--- src/lqfl_pkg.sv ---
package lqfl_pkg;

   // Default number of cells in the store.
   localparam int DEPTH_DEFAULT = 16;

   // Byte returned by a peek at an empty queue.
   localparam logic [7:0] DASH_CHAR = 8'd45;

   typedef enum logic [1:0] {
      OP_ENQ  = 2'd0,
      OP_DEQ  = 2'd1,
      OP_PEEK = 2'd2,
      OP_CLR  = 2'd3
   } op_type;

   typedef enum logic [1:0] {
      ST_DONE  = 2'd0,
      ST_FULL  = 2'd1,
      ST_EMPTY = 2'd2
   } status_type;

   typedef enum logic [1:0] {
      S_INIT,
      S_IDLE,
      S_FIN
   } state_type;

   // Strobes for the two cell memories.
   typedef struct packed {
      logic next_we;
      logic next_re;
      logic value_we;
      logic value_re;
   } mem_ctl_type;

endpackage

--- src/linked_queue_with_free_list_top.sv ---
// A request word is accepted in the idle state; the completion state then registers
// its result word, and a new request word is taken only once that is done. A request
// may read a link or byte from the cell store's registered read port and write back.
// A stalled result word holds the next request in its completion cycle.
// Reset is synchronous and active high; after it the cell store initialises the link
// of each cell in turn, and req_stall stays high until the controller sees it done.
module linked_queue_with_free_list_top #(
   parameter int DEPTH = lqfl_pkg::DEPTH_DEFAULT
) (
   input  logic       clock,
   input  logic       reset,
   input  logic       req_valid,
   output logic       req_stall,
   input  logic [1:0] req_type,
   input  logic [7:0] req_data_in,
   output logic       rsp_valid,
   input  logic       rsp_stall,
   output logic [1:0] rsp_status,
   output logic [7:0] rsp_value_out,
   output logic       rsp_is_empty
);

   // A pointer names a cell, or holds DEPTH to mean null.
   localparam int IDX_W = $clog2(DEPTH);
   localparam int PTR_W = $clog2(DEPTH + 1);

   // Memory strobes and addresses from the controller to the cell store.
   lqfl_pkg::mem_ctl_type ctl;
   logic [IDX_W-1:0]      raddr;
   logic [IDX_W-1:0]      next_waddr;
   logic [PTR_W-1:0]      next_wdata;
   logic [IDX_W-1:0]      value_waddr;
   logic [7:0]            value_wdata;
   logic [PTR_W-1:0]      next_rdata;
   logic [7:0]            value_rdata;
   logic                  store_busy;

   // The controller keeps the head, tail and free-list pointers in registers and
   // sequences each request as an accept in the idle state followed by the completion state.
   // A clear splices the whole queue onto the free list with a single link write,
   // so it costs no more than any other request.
   lqfl_ctrl #(
      .DEPTH (DEPTH)
   ) u_ctrl (
      .clock         (clock),
      .reset         (reset),
      .req_valid     (req_valid),
      .req_stall     (req_stall),
      .req_type      (req_type),
      .req_data_in   (req_data_in),
      .rsp_valid     (rsp_valid),
      .rsp_stall     (rsp_stall),
      .rsp_status    (rsp_status),
      .rsp_value_out (rsp_value_out),
      .rsp_is_empty  (rsp_is_empty),
      .ctl           (ctl),
      .raddr         (raddr),
      .next_waddr    (next_waddr),
      .next_wdata    (next_wdata),
      .value_waddr   (value_waddr),
      .value_wdata   (value_wdata),
      .next_rdata    (next_rdata),
      .value_rdata   (value_rdata),
      .store_busy    (store_busy)
   );

   // The cell store holds the link and byte memories, each with one write and one
   // registered read port, and runs the link initialisation pass after reset.
   lqfl_cell_store #(
      .DEPTH (DEPTH)
   ) u_store (
      .clock       (clock),
      .reset       (reset),
      .ctl         (ctl),
      .raddr       (raddr),
      .next_waddr  (next_waddr),
      .next_wdata  (next_wdata),
      .value_waddr (value_waddr),
      .value_wdata (value_wdata),
      .next_rdata  (next_rdata),
      .value_rdata (value_rdata),
      .busy        (store_busy)
   );

endmodule

--- src/lqfl_cell_store.sv ---
module lqfl_cell_store #(
   parameter int DEPTH = lqfl_pkg::DEPTH_DEFAULT,
   localparam int IDX_W = $clog2(DEPTH),
   localparam int PTR_W = $clog2(DEPTH + 1)
) (
   input  logic                 clock,
   input  logic                 reset,
   input  lqfl_pkg::mem_ctl_type ctl,
   input  logic [IDX_W-1:0]     raddr,
   input  logic [IDX_W-1:0]     next_waddr,
   input  logic [PTR_W-1:0]     next_wdata,
   input  logic [IDX_W-1:0]     value_waddr,
   input  logic [7:0]           value_wdata,
   output logic [PTR_W-1:0]     next_rdata,
   output logic [7:0]           value_rdata,
   output logic                 busy
);

   localparam logic [PTR_W-1:0] NIL_PTR = PTR_W'(DEPTH);

   logic [PTR_W-1:0] next_mem [DEPTH];
   logic [7:0]       value_mem [DEPTH];

   logic [IDX_W-1:0] init_cnt_ff;
   logic             busy_ff;
   logic [PTR_W-1:0] next_rd_ff;
   logic [7:0]       value_rd_ff;

   // After reset every cell is linked to the one below it, cell zero to null.
   always_ff @(posedge clock) begin
      if (reset) begin
         init_cnt_ff <= '0;
         busy_ff     <= 1'b1;
      end else if (busy_ff) begin
         init_cnt_ff <= init_cnt_ff + 1'b1;
         if (init_cnt_ff == IDX_W'(DEPTH - 1)) begin
            busy_ff <= 1'b0;
         end
      end
   end

   always_ff @(posedge clock) begin
      if (busy_ff) begin
         next_mem[init_cnt_ff] <= (init_cnt_ff == '0) ? NIL_PTR
                                  : PTR_W'(init_cnt_ff) - 1'b1;
      end else if (ctl.next_we) begin
         next_mem[next_waddr] <= next_wdata;
      end
      if (ctl.next_re) begin
         next_rd_ff <= next_mem[raddr];
      end
   end

   always_ff @(posedge clock) begin
      if (ctl.value_we) begin
         value_mem[value_waddr] <= value_wdata;
      end
      if (ctl.value_re) begin
         value_rd_ff <= value_mem[raddr];
      end
   end

   assign next_rdata  = next_rd_ff;
   assign value_rdata = value_rd_ff;
   assign busy        = busy_ff;

   a_no_access_in_init: assert property (@(posedge clock) disable iff (reset)
      busy_ff |-> !(ctl.next_we || ctl.next_re || ctl.value_we || ctl.value_re))
      else $error("cell store accessed during the link initialisation pass");

   a_init_covers_all: assert property (@(posedge clock) disable iff (reset)
      $fell(busy_ff) |-> $past(init_cnt_ff) == IDX_W'(DEPTH - 1))
      else $error("link initialisation pass ended early");

   a_write_in_range: assert property (@(posedge clock) disable iff (reset)
      (ctl.next_we |-> int'(next_waddr) < DEPTH) and
      (ctl.value_we |-> int'(value_waddr) < DEPTH))
      else $error("cell store written outside the store");

   a_read_in_range: assert property (@(posedge clock) disable iff (reset)
      (ctl.next_re || ctl.value_re) |-> int'(raddr) < DEPTH)
      else $error("cell store read outside the store");

endmodule

--- src/lqfl_ctrl.sv ---
module lqfl_ctrl #(
   parameter int DEPTH = lqfl_pkg::DEPTH_DEFAULT,
   localparam int IDX_W = $clog2(DEPTH),
   localparam int PTR_W = $clog2(DEPTH + 1)
) (
   input  logic                  clock,
   input  logic                  reset,
   input  logic                  req_valid,
   output logic                  req_stall,
   input  logic [1:0]            req_type,
   input  logic [7:0]            req_data_in,
   output logic                  rsp_valid,
   input  logic                  rsp_stall,
   output logic [1:0]            rsp_status,
   output logic [7:0]            rsp_value_out,
   output logic                  rsp_is_empty,
   output lqfl_pkg::mem_ctl_type ctl,
   output logic [IDX_W-1:0]      raddr,
   output logic [IDX_W-1:0]      next_waddr,
   output logic [PTR_W-1:0]      next_wdata,
   output logic [IDX_W-1:0]      value_waddr,
   output logic [7:0]            value_wdata,
   input  logic [PTR_W-1:0]      next_rdata,
   input  logic [7:0]            value_rdata,
   input  logic                  store_busy
);

   localparam logic [PTR_W-1:0] NIL_PTR = PTR_W'(DEPTH);

   lqfl_pkg::state_type  state_ff, state_in;
   lqfl_pkg::op_type     op_ff, op_in;
   lqfl_pkg::status_type status_ff, status_in;
   logic                 ok_ff, ok_in;
   logic [7:0]           value_ff, value_in;
   logic [PTR_W-1:0]     head_ff, head_in;
   logic [PTR_W-1:0]     tail_ff, tail_in;
   logic [PTR_W-1:0]     free_ff, free_in;
   logic [PTR_W-1:0]     cur_ff, cur_in;
   logic                 rsp_valid_ff, rsp_valid_in;
   logic [1:0]           rsp_status_ff, rsp_status_in;
   logic [7:0]           rsp_value_ff, rsp_value_in;
   logic                 rsp_empty_ff, rsp_empty_in;

   logic                 q_empty;
   logic                 accept;
   logic                 finish;
   lqfl_pkg::op_type     req_op;

   assign q_empty = !(head_ff < NIL_PTR);
   assign req_op  = lqfl_pkg::op_type'(req_type);
   assign accept  = req_valid && (state_ff == lqfl_pkg::S_IDLE);
   assign finish  = !rsp_valid_ff || !rsp_stall;

   always_ff @(posedge clock) begin
      if (reset) begin
         state_ff     <= lqfl_pkg::S_INIT;
         head_ff      <= NIL_PTR;
         tail_ff      <= NIL_PTR;
         free_ff      <= PTR_W'(DEPTH - 1);
         rsp_valid_ff <= 1'b0;
      end else begin
         state_ff     <= state_in;
         head_ff      <= head_in;
         tail_ff      <= tail_in;
         free_ff      <= free_in;
         rsp_valid_ff <= rsp_valid_in;
      end
   end

   always_ff @(posedge clock) begin
      op_ff         <= op_in;
      status_ff     <= status_in;
      ok_ff         <= ok_in;
      value_ff      <= value_in;
      cur_ff        <= cur_in;
      rsp_status_ff <= rsp_status_in;
      rsp_value_ff  <= rsp_value_in;
      rsp_empty_ff  <= rsp_empty_in;
   end

   always_comb begin
      state_in      = state_ff;
      op_in         = op_ff;
      status_in     = status_ff;
      ok_in         = ok_ff;
      value_in      = value_ff;
      head_in       = head_ff;
      tail_in       = tail_ff;
      free_in       = free_ff;
      cur_in        = cur_ff;
      rsp_valid_in  = rsp_valid_ff && rsp_stall;
      rsp_status_in = rsp_status_ff;
      rsp_value_in  = rsp_value_ff;
      rsp_empty_in  = rsp_empty_ff;
      ctl           = '0;
      raddr         = head_ff[IDX_W-1:0];
      next_waddr    = tail_ff[IDX_W-1:0];
      next_wdata    = free_ff;
      value_waddr   = free_ff[IDX_W-1:0];
      value_wdata   = req_data_in;
      req_stall     = 1'b1;

      unique case (state_ff)
         lqfl_pkg::S_INIT: begin
            if (!store_busy) begin
               state_in = lqfl_pkg::S_IDLE;
            end
         end
         lqfl_pkg::S_IDLE: begin
            req_stall = 1'b0;
            if (accept) begin
               state_in  = lqfl_pkg::S_FIN;
               op_in     = req_op;
               status_in = lqfl_pkg::ST_DONE;
               ok_in     = 1'b0;
               value_in  = 8'd0;
               unique case (req_op)
                  lqfl_pkg::OP_ENQ: begin
                     if (!(free_ff < NIL_PTR)) begin
                        status_in = lqfl_pkg::ST_FULL;
                     end else begin
                        ok_in        = 1'b1;
                        cur_in       = free_ff;
                        raddr        = free_ff[IDX_W-1:0];
                        ctl.next_re  = 1'b1;
                        ctl.value_we = 1'b1;
                        ctl.next_we  = !q_empty;
                        tail_in      = free_ff;
                        if (q_empty) begin
                           head_in = free_ff;
                        end
                     end
                  end
                  lqfl_pkg::OP_DEQ: begin
                     if (q_empty) begin
                        status_in = lqfl_pkg::ST_EMPTY;
                     end else begin
                        ok_in       = 1'b1;
                        cur_in      = head_ff;
                        ctl.next_re = 1'b1;
                     end
                  end
                  lqfl_pkg::OP_PEEK: begin
                     if (q_empty) begin
                        status_in = lqfl_pkg::ST_EMPTY;
                        value_in  = lqfl_pkg::DASH_CHAR;
                     end else begin
                        ok_in        = 1'b1;
                        ctl.value_re = 1'b1;
                     end
                  end
                  lqfl_pkg::OP_CLR: begin
                     if (q_empty) begin
                        status_in = lqfl_pkg::ST_EMPTY;
                     end else begin
                        // The whole chain is spliced onto the front of the free list.
                        ctl.next_we = 1'b1;
                        free_in     = head_ff;
                        head_in     = NIL_PTR;
                        tail_in     = NIL_PTR;
                     end
                  end
               endcase
            end
         end
         lqfl_pkg::S_FIN: begin
            if (finish) begin
               state_in   = lqfl_pkg::S_IDLE;
               next_waddr = cur_ff[IDX_W-1:0];
               if (ok_ff && op_ff == lqfl_pkg::OP_ENQ) begin
                  free_in     = (next_rdata < NIL_PTR) ? next_rdata : NIL_PTR;
                  next_wdata  = NIL_PTR;
                  ctl.next_we = 1'b1;
               end
               if (ok_ff && op_ff == lqfl_pkg::OP_DEQ) begin
                  head_in     = (next_rdata < NIL_PTR) ? next_rdata : NIL_PTR;
                  if (!(next_rdata < NIL_PTR)) begin
                     tail_in = NIL_PTR;
                  end
                  next_wdata  = free_ff;
                  free_in     = cur_ff;
                  ctl.next_we = 1'b1;
               end
               rsp_valid_in  = 1'b1;
               rsp_status_in = status_ff;
               rsp_value_in  = (ok_ff && op_ff == lqfl_pkg::OP_PEEK) ? value_rdata : value_ff;
               rsp_empty_in  = !(head_in < NIL_PTR);
            end
         end
         default: begin
            state_in = lqfl_pkg::S_INIT;
         end
      endcase
   end

   assign rsp_valid     = rsp_valid_ff;
   assign rsp_status    = rsp_status_ff;
   assign rsp_value_out = rsp_value_ff;
   assign rsp_is_empty  = rsp_empty_ff;

   a_accept_to_fin: assert property (@(posedge clock) disable iff (reset)
      accept |=> state_ff == lqfl_pkg::S_FIN)
      else $error("accepted word did not move on to completion");

   a_head_tail_agree: assert property (@(posedge clock) disable iff (reset)
      state_ff == lqfl_pkg::S_IDLE |-> ((head_ff < NIL_PTR) == (tail_ff < NIL_PTR)))
      else $error("head and tail pointers disagree on emptiness");

   a_cells_not_lost: assert property (@(posedge clock) disable iff (reset)
      state_ff == lqfl_pkg::S_IDLE |-> !(head_ff == NIL_PTR && free_ff == NIL_PTR))
      else $error("queue and free list both empty");

   a_result_follows_fin: assert property (@(posedge clock) disable iff (reset)
      (state_ff == lqfl_pkg::S_FIN && finish) |=> rsp_valid_ff)
      else $error("completed request produced no result word");

endmodule

--- config.mk ---
export PLATFORM = sky130hd
export DESIGN_NAME = linked_queue_with_free_list_top
export DESIGN_NICKNAME = d
export VERILOG_FILES = /design/src/lqfl_pkg.sv /design/src/linked_queue_with_free_list_top.sv /design/src/lqfl_cell_store.sv /design/src/lqfl_ctrl.sv
export SDC_FILE = /design/constraint.sdc
export NUM_CORES = 1
export LEC_CHECK = 0
export BUFFER_PORTS_ARGS = -buffer_cell sky130_fd_sc_hd__buf_2
export CORE_MARGIN = 2
export CORE_UTILIZATION = 60
export DETAILED_ROUTE_END_ITERATION = 10
export PLACE_DENSITY = 0.81
export REMOVE_ABC_BUFFERS = 1
export SLEW_MARGIN = 15
export SYNTH_ARGS = -nofsm -noshare
export SYNTH_HDL_FRONTEND = slang
export SYNTH_SLANG_ARGS = --single-unit
--- constraint.sdc ---
create_clock -name clock -period 6.04 [get_ports clock]
set_input_delay 0.604 -clock clock [delete_from_list [all_inputs] [get_ports clock]]
set_output_delay 0.604 -clock clock [all_outputs]
set_load 0.03 [all_outputs]
==> results.md, run 1 <==
- # Max-Cap Violations: 0
- Post-Syn Area: roughly 0.011 mm2
- Setup CP Type: flip-flop to flip-flop
- Seq/Total Area, Yosys: 0.676
- Grt met2 use: 0.425
- Final Slew Violations: 0
- Die X: about 140 um
- Non-Filler Instances: ~1100
- Gr usage total: 0.249
- Worst min-delay path startpoint: req_type[1]
- Cts hold-fix bufs: 0
- # IOs: 27
- Final setup fails: 0
- Initial antenna violation count: 0
- Synth Area in Simple Gates: 0.138
- Critical path capture point type: flip-flop
- Cts repair resizes: 0
- Outcome: complete, no violations
- Dpl cells: about 1100
- Post-synthesis mux area share: 0.0579
- # nets final: between 800 and 900
- # DRC: 0
- Share of cells above drive strength 1: 0.140
- H-tree depth: 1
- GR Util met1: 0.332
- Die Height: around 140 um
- Yosys cell types: 67
- Unrepaired setup endpoints after global routing: no
- Postcts setup bufs: 0
- Crit share post-route: 0.738
- Die ar.: around 0.020 mm2
- GRT Max-Usage Layer: met2
- Port Buffer Count: 26
- Least-Margin Pin Slew: between 1 and 1.5 ns
- Worst path max stage delay: 0.89 ns
- Slew HR: 0.191
- Cts bufs inserted: 27
- Yosys warns: 0
- Startpoint types: flip-flop
- ANT nets after route: 0
- Gpl congestion: 0.868
- Clk slew on worst S/H paths: 0.06 ns
- Area delta synth->final: 9.59%
- DRT iter0 DRCs: 753
- CP max FO: 28
- Setup WS post-layout: approximately 1.6 ns
- Post-layout min period: about 4.5 ns
- Vias: around 7000
- Adder-Cell Fraction of Synth Area: 0.0131
- First-pass GRT wire length: 38200 um
- Maximum clock path buffer count: 3
- Cell count after synthesis: around 850
- Peak VDD IR: roughly 230 uV
- Largest family of logic cells by synthesized area: simple AND/OR/NAND/NOR gates
- HP Class: input port to flip-flop
- Avg WL per Cell: ~22 um
- Post-layout util: 0.670
- Pleak: around 4.2 nW
- Clock latency on the worst-skew pair: between 0.5 and 0.6 ns
- Pwr dens: between 300 and 400 mW/mm2
- Hold_ws: between 0.3 and 0.4 ns
- Average via count per standard cell: 6.27
- Synth async-reset ratio: 0
- Post-DP HPWL: between 15000 and 20000 um
- Pre-antenna DRT Iters: 6
- Number of flops mapped to enable cells by yosys: between 200 and 250
- Post-synth top flop: edfxtp_1
- Ant. Diodes: 0
- Core Rows: 50
- Crit-path slowest cell: a21boi_2
- Initial Util: 0.612
- Final Hold Viols: 0
- Design area: roughly 0.013 mm2
- Start point of the critical path: u_ctrl.state_ff[0]
- Final WL: between 20000 and 25000 um
- Setup TNS: 0 ns
- CTS root buf: clkbuf_16
- Post-layout total power: about 3.8 mW
- CP arrival: ~4.6 ns
- Remaining global-route overflow: 0
- Synth Area in Compound Gates: 0.0789
- GR Util met3: 0.0390
- Worst Skew: around 0.011 ns
- CTS tree: built
- Synthesized area per cell: 13.5 um2
- F_max: roughly 220 MHz
- Number of global-route vias before repair: 6822
- Worst EP required: 6.20 ns
- Post-placement cell area: ~0.012 mm2
- Worst slack at placement: around 1.7 ns
- Largest net degree at the start of global routing: 60
- Xor/xnor share of the synthesized area: 0.00306
- Reg-to-reg startpoint: u_ctrl.state_ff[0]
- Floorplan core area: 0.0187 mm2
- # clock sinks: 265
- Crit path cell chain: inv_1 > ha_1 > a21boi_2 > nand2_1 > a211oi_4 > buf_4 > and3_1 > o21ai_1 > nor2_1
- Count of state elements after synthesis: around 270
## state kept, by name (all words and copies together), names as in the netlist
| signal | count |
|---|---|
| u_ctrl.cur_ff | 5 |
| u_ctrl.free_ff | 5 |
| u_ctrl.head_ff | 5 |
| u_ctrl.ok_ff | 1 |
| u_ctrl.op_ff | 2 |
| u_ctrl.rsp_is_empty | 1 |
| u_ctrl.rsp_status | 2 |
| u_ctrl.rsp_valid | 1 |
| u_ctrl.rsp_value_out | 8 |
| u_ctrl.state_ff | 2 |
| u_ctrl.status_ff | 2 |
| u_ctrl.tail_ff | 4 |
| u_ctrl.value_ff | 1 |
| u_store.busy | 1 |
| u_store.init_cnt_ff | 4 |
| u_store.next_mem | 80 |
| u_store.next_rdata | 5 |
| u_store.value_mem | 128 |
| u_store.value_rdata | 8 |
## cells by family (layout without fill, tap and decap cells)
group	count (synthesis)	after routing
AOI/OAI and AO/OA	100	100
xor gates and xnor gates	4	4
muxes	62	62
and+or+nand+nor	342	342
buffers and inverters	64	101
DFF	265	265
adders and majority gates	12	12
## worst paths after layout
check	endpoint	slack, ns	cells past startpoint
min	u_ctrl.op_ff[1]	0.33	1
max	u_store.next_mem[0][1]	1.59	9
max reg2reg	u_store.next_mem[0][1]	1.59	9
min reg2reg	u_ctrl.rsp_status[0]	0.43	0
## layer usage
metal / share of wire / up-vias / routed length (um)
li1: - / 3210 / -
met1: 0.40 / 3415 / 9900
met2: 0.50 / 351 / 12500
met3: 0.078 / 48 / 1950
met4: 0.025 / 0 / 621
met5: 0 / - / 0
## cell usage after synthesis (6+ instances only)
library cell | count | area share
a21oi_1 | 17 | 0.0074
a32oi_1 | 13 | 0.010
and2_1 | 6 | 0.0033
buf_2 | 15 | 0.0066
clkbuf_1 | 18 | 0.0059
dfxtp_1 | 22 | 0.039
edfxtp_1 | 243 | 0.64
ha_1 | 12 | 0.013
inv_1 | 14 | 0.0046
mux2_2 | 8 | 0.0079
mux2i_1 | 49 | 0.043
nand2_1 | 160 | 0.053
nand3_1 | 54 | 0.024
nor2_1 | 58 | 0.019
nor3_1 | 14 | 0.0061
nor3b_1 | 6 | 0.0039
o2111a_1 | 9 | 0.0089
## critical path: cells and delay by family, from the launching register on
kind                     cells  cell delay (ns)
adder cells (fa/ha/maj)      1             0.77
AND/OR/NAND/NOR              3             0.93
buffers and inverters        2             0.43
AO/OA/AOI/OAI                3             1.62
flip-flops                   1             0.34
## power breakdown
part | internal (mW) | leakage, nW | switching, mW | total, mW
registers | 2.04 | 2.37 | 0.00956 | 2.05
logic | 0.0349 | 1.37 | 0.0857 | 0.121
clock network | 0.995 | 0.427 | 0.667 | 1.66
total | 3.07 | 4.17 | 0.762 | 3.83
## cell usage in the layout (no fill, tap or decap), types with 6 or more instances in the layout
master     instances
a21oi_1           17
a32oi_1           13
and2_1             6
buf_2             26
buf_4             12
clkbuf_1           7
clkbuf_16         27
dfxtp_1           22
edfxtp_1         243
ha_1              12
inv_1             14
mux2_2             8
mux2i_1           48
nand2_1          160
nand3_1           54
nor2_1            57
nor3_1            13
nor3b_1            6
o2111a_1           9
## layout make-up
class | instances | area (um2)
Clock buffer | 34 | 702
Clock inverter | 15 | 184
Fill cell | 1278 | 6170
Inverter | 14 | 52.6
Multi-Input combinational cell | 520 | 3350
Sequential cell | 265 | 7740
Tap cell | 234 | 293
Timing Repair Buffer | 38 | 220
Power figures use the tool's default switching activity.
==> inputs of run 2 (changes only) <==
--- a/config.mk
+++ b/config.mk
@@ -7,9 +7,9 @@
 export LEC_CHECK = 0
 export BUFFER_PORTS_ARGS = -buffer_cell sky130_fd_sc_hd__buf_2
 export CORE_MARGIN = 2
-export CORE_UTILIZATION = 60
+export CORE_UTILIZATION = 56
 export DETAILED_ROUTE_END_ITERATION = 10
-export PLACE_DENSITY = 0.81
+export PLACE_DENSITY = 0.79
 export REMOVE_ABC_BUFFERS = 1
 export SLEW_MARGIN = 15
 export SYNTH_ARGS = -nofsm -noshare
==> constraint.sdc (replaced) <==
create_clock -name clock -period 3.82 [get_ports clock]
set_input_delay 0.382 -clock clock [delete_from_list [all_inputs] [get_ports clock]]
set_output_delay 0.382 -clock clock [all_outputs]
set_load 0.03 [all_outputs]
==> run 2 against run 1 <==
Effect of this change:
- clock-buffer cell count is 5 lower
- routed wire length decreased by 4.8%
- clock skew up 0.0044 ns
- largest cell class unchanged
- die area rose by 6.9%
- sequential cell count did not move
- critical endpoint is now u_store.value_rdata[6]
- register-to-register slack lost 0.98 ns
==> results.md, run 2 (synthesis results as in run 1) <==
- Metal-1 WL: 9890 um (-0.12%)
- Worst min-delay path startpoint: req_type[0]
- Clk pwr share: 0.407 (-0.027)
- Top Metal Used: met4
- Core Rows: 52 (+4.0%)
- Met2 Wirelength: 11300 um (-9.6%)
- Cts hold-fix bufs: 0 (unchanged)
- Area delta synth->final: 10.2%
- Vias: 6973 (-0.73%)
- Maximum clock path buffer count: 3 (unchanged)
- Gr usage total: 0.222 (-0.0277)
- Worst path max stage delay: 0.66 ns (-0.23 ns)
- H-tree depth: 1 (unchanged)
- Setup CP Type: flip-flop to flip-flop
- Postcts setup bufs: 0 (unchanged)
- Pleak: 4.20 nW (+0.80%)
- R2R depth: 9 (unchanged)
- CP arrival: 3.49 ns (-1.13 ns)
- Initial antenna violation count: 0 (unchanged)
- RR Endpoint: u_store.value_rdata[6]
- Clk slew on worst S/H paths: 0.06 ns (about the same)
- Biggest register: u_store.value_mem
- Sw frac: 0.204 (+0.00500)
- Peak VDD IR: 372 uV (+60%)
- Detailed-routed wire length on met3: 1770 um (-9.1%)
- Ant. Diodes: 0 (unchanged)
- Comb power frac: 0.032 (about the same)
- DRT iter0 DRCs: 781 (+3.7%)
- Worst hold path depth: 1 (unchanged)
- Least-Margin Pin Slew: 0.914 ns (-0.274 ns)
- Number of global-route vias before repair: 6761 (-0.89%)
- Pre-antenna DRT Iters: 5 (-1)
- Post-layout total power: 5.77 mW (+51%)
- Die Height: 147 um (+3.4%)
- Fill cell count: 1487 (+16%)
- Cts bufs inserted: 26 (-3.7%)
- # DRC: 0 (unchanged)
- Setup TNS: 0 ns (unchanged)
- Clock latency on the worst-skew pair: 0.53 ns (about the same)
- ANT nets after route: 0 (unchanged)
- Crit-path slowest cell: mux2i_1
- Flop pwr share: 0.561 (+0.026)
- Final setup fails: 0 (unchanged)
- Final WL: 23800 um (-4.8%)
- Critical path capture point type: flip-flop
- Worst Hold End: u_ctrl.op_ff[0]
- Commonest non-fill, non-tap cells in the layout: edfxtp_1 (243), nand2_1 (160), nor2_1 (57)
- F_max: 311 MHz (+39%)
- Avg WL per Cell: 20.3 um (-8.9%)
- Reg2Reg Setup Slack: 0.61 ns (-0.98 ns)
- Internal power: 4.60 mW (+50%)
- Startpoint types: flip-flop
- Die ar.: 0.0216 mm2 (+6.9%)
- Sequential Area: 0.00774 mm2 (unchanged)
- CTS tree: built
- Worst Skew: 0.0157 ns (+0.00436 ns)
- Remaining global-route overflow: 0 (unchanged)
- Slew HR: 0.390 (+0.199)
- Port Buffer Count: 26 (unchanged)
- Gpl congestion: 0.844 (-2.8%)
- Max reg flops: 128 (unchanged)
- Unrepaired setup endpoints after global routing: no
- Reg-to-reg startpoint: u_ctrl.state_ff[1]
- Worst EP required: 4.10 ns (-2.10 ns)
- CP max FO: 10 (-64%)
- # Max-Cap Violations: 0 (unchanged)
- Die X: 147 um (+3.4%)
- # nets final: 906 (+1.6%)
- Average via count per standard cell: 5.96 (-5.0%)
- Initial Util: 0.567 (-0.0444)
- Leading cell type in the layout, fill and taps excluded: edfxtp_1
- # clock sinks: 265 (unchanged)
- Floorplan core area: 0.0202 mm2 (+7.8%)
- HP Class: input port to flip-flop
- Outcome: complete, no violations
- Largest net degree at the start of global routing: 40 (-33%)
- Design area: 0.0126 mm2 (+0.57%)
- CTS root buf: clkbuf_16
- Crit share post-route: 0.841 (+0.103)
- Multi-input combinational cell area: 0.00334 mm2 (-0.15%)
- First-pass GRT wire length: 37400 um (-1.9%)
- Switch Pwr: 1.18 mW (+54%)
- Hold_ws: 0.100 ns (-0.229 ns)
- # IOs: 27 (unchanged)
- Post-layout min period: 3.21 ns (-1.24 ns)
- Crit path cell chain: inv_1 > ha_1 > nand4b_1 > buf_4 > mux2i_1 > nand2_1 > nor2_1 > nand3_1 > o2111a_1
- Share of cells above drive strength 1: 0.152 (+0.0123)
- Top flop regs: u_store.value_mem x128, u_store.next_mem x80
- Pwr dens: 458 mW/mm2 (+50%)
- Cts repair resizes: 0 (unchanged)
- Final Hold Viols: 0 (unchanged)
- Post-DP HPWL: 16000 um (-0.32%)
- Final Slew Violations: 0 (unchanged)
- Post-placement cell area: 0.0118 mm2 (+1.5%)
==> run 2: cell types whose count changed in the layout (fill, tap and decap cells not counted), sizes merged <==
cell	before	now
bufinv	4	1
clkinvlp	2	3
clkinv	7	15
buf	38	53
inv	16	14
clkbuf	34	29
==> run 2: how the worst max path moves through the flow <==
stage / slack (ns) / from / cells after the start / endpoint
finish: 0.61 / u_ctrl.state_ff[1] / 9 / u_store.value_rdata[6]
global route: 0.38 / u_ctrl.state_ff[1] / 9 / u_store.value_rdata[6]
CTS: 0.63 / u_ctrl.state_ff[1] / 9 / u_store.value_rdata[6]
detailed placement: 0.54 / req_type[0] / 10 / u_store.value_rdata[6]
global placement: 0.55 / req_type[0] / 9 / u_store.value_rdata[7]
floorplan: 0.03 / u_ctrl.state_ff[0] / 8 / u_store.next_mem[0][0]
==> run 2: through the flow <==
stage / setup WS (ns) / cells / util
finish: 0.607 / 1170 / 0.625
global route: 0.380 / 1170 / 0.625
CTS: 0.634 / 1170 / 0.625
detailed placement: 0.537 / 1122 / 0.586
global placement: 0.551 / 1122 / 0.586
floorplan: 0.0275 / 799 / -
==> run 2: power groups by stage <==
stage,combinational (mW),sequential (mW),clock [mW]
2_1_floorplan,0.0980,3.30,0
3_3_place_gp,0.183,3.30,0
3_5_place_dp,0.187,3.30,0
4_1_cts,0.187,3.24,2.37
5_1_grt,0.207,3.24,2.48
6_report,0.186,3.24,2.35
==> run 2: area by class of cell <==
type,instances,area share
multi-input combinational,520,0.265
inverter,14,0.00417
clock inverter,19,0.0103
tap,270,0.0268
timing repair buffer,53,0.0274
sequential,265,0.614
clock buffer,29,0.0525
==> run 2: routing by layer <==
| metal | track usage | vias to the layer above |
|---|---|---|
| met1 | 0.304 | 3420 |
| met2 | 0.358 | 264 |
| met3 | 0.0460 | 64 |
| met4 | 0.0769 | 0 |
| li1 | - | 3225 |
| met5 | 0 | - |
==> run 2: critical path, delay by kind of cell (launching register included) <==
kind                     cells  cell delay, ns
multiplexers                 1            0.66
adder cells (fa/ha/maj)      1            0.25
buffers and inverters        2            0.31
AND/OR/NAND/NOR              4            1.16
flip-flops                   1            0.38
AO/OA/AOI/OAI                1            0.20
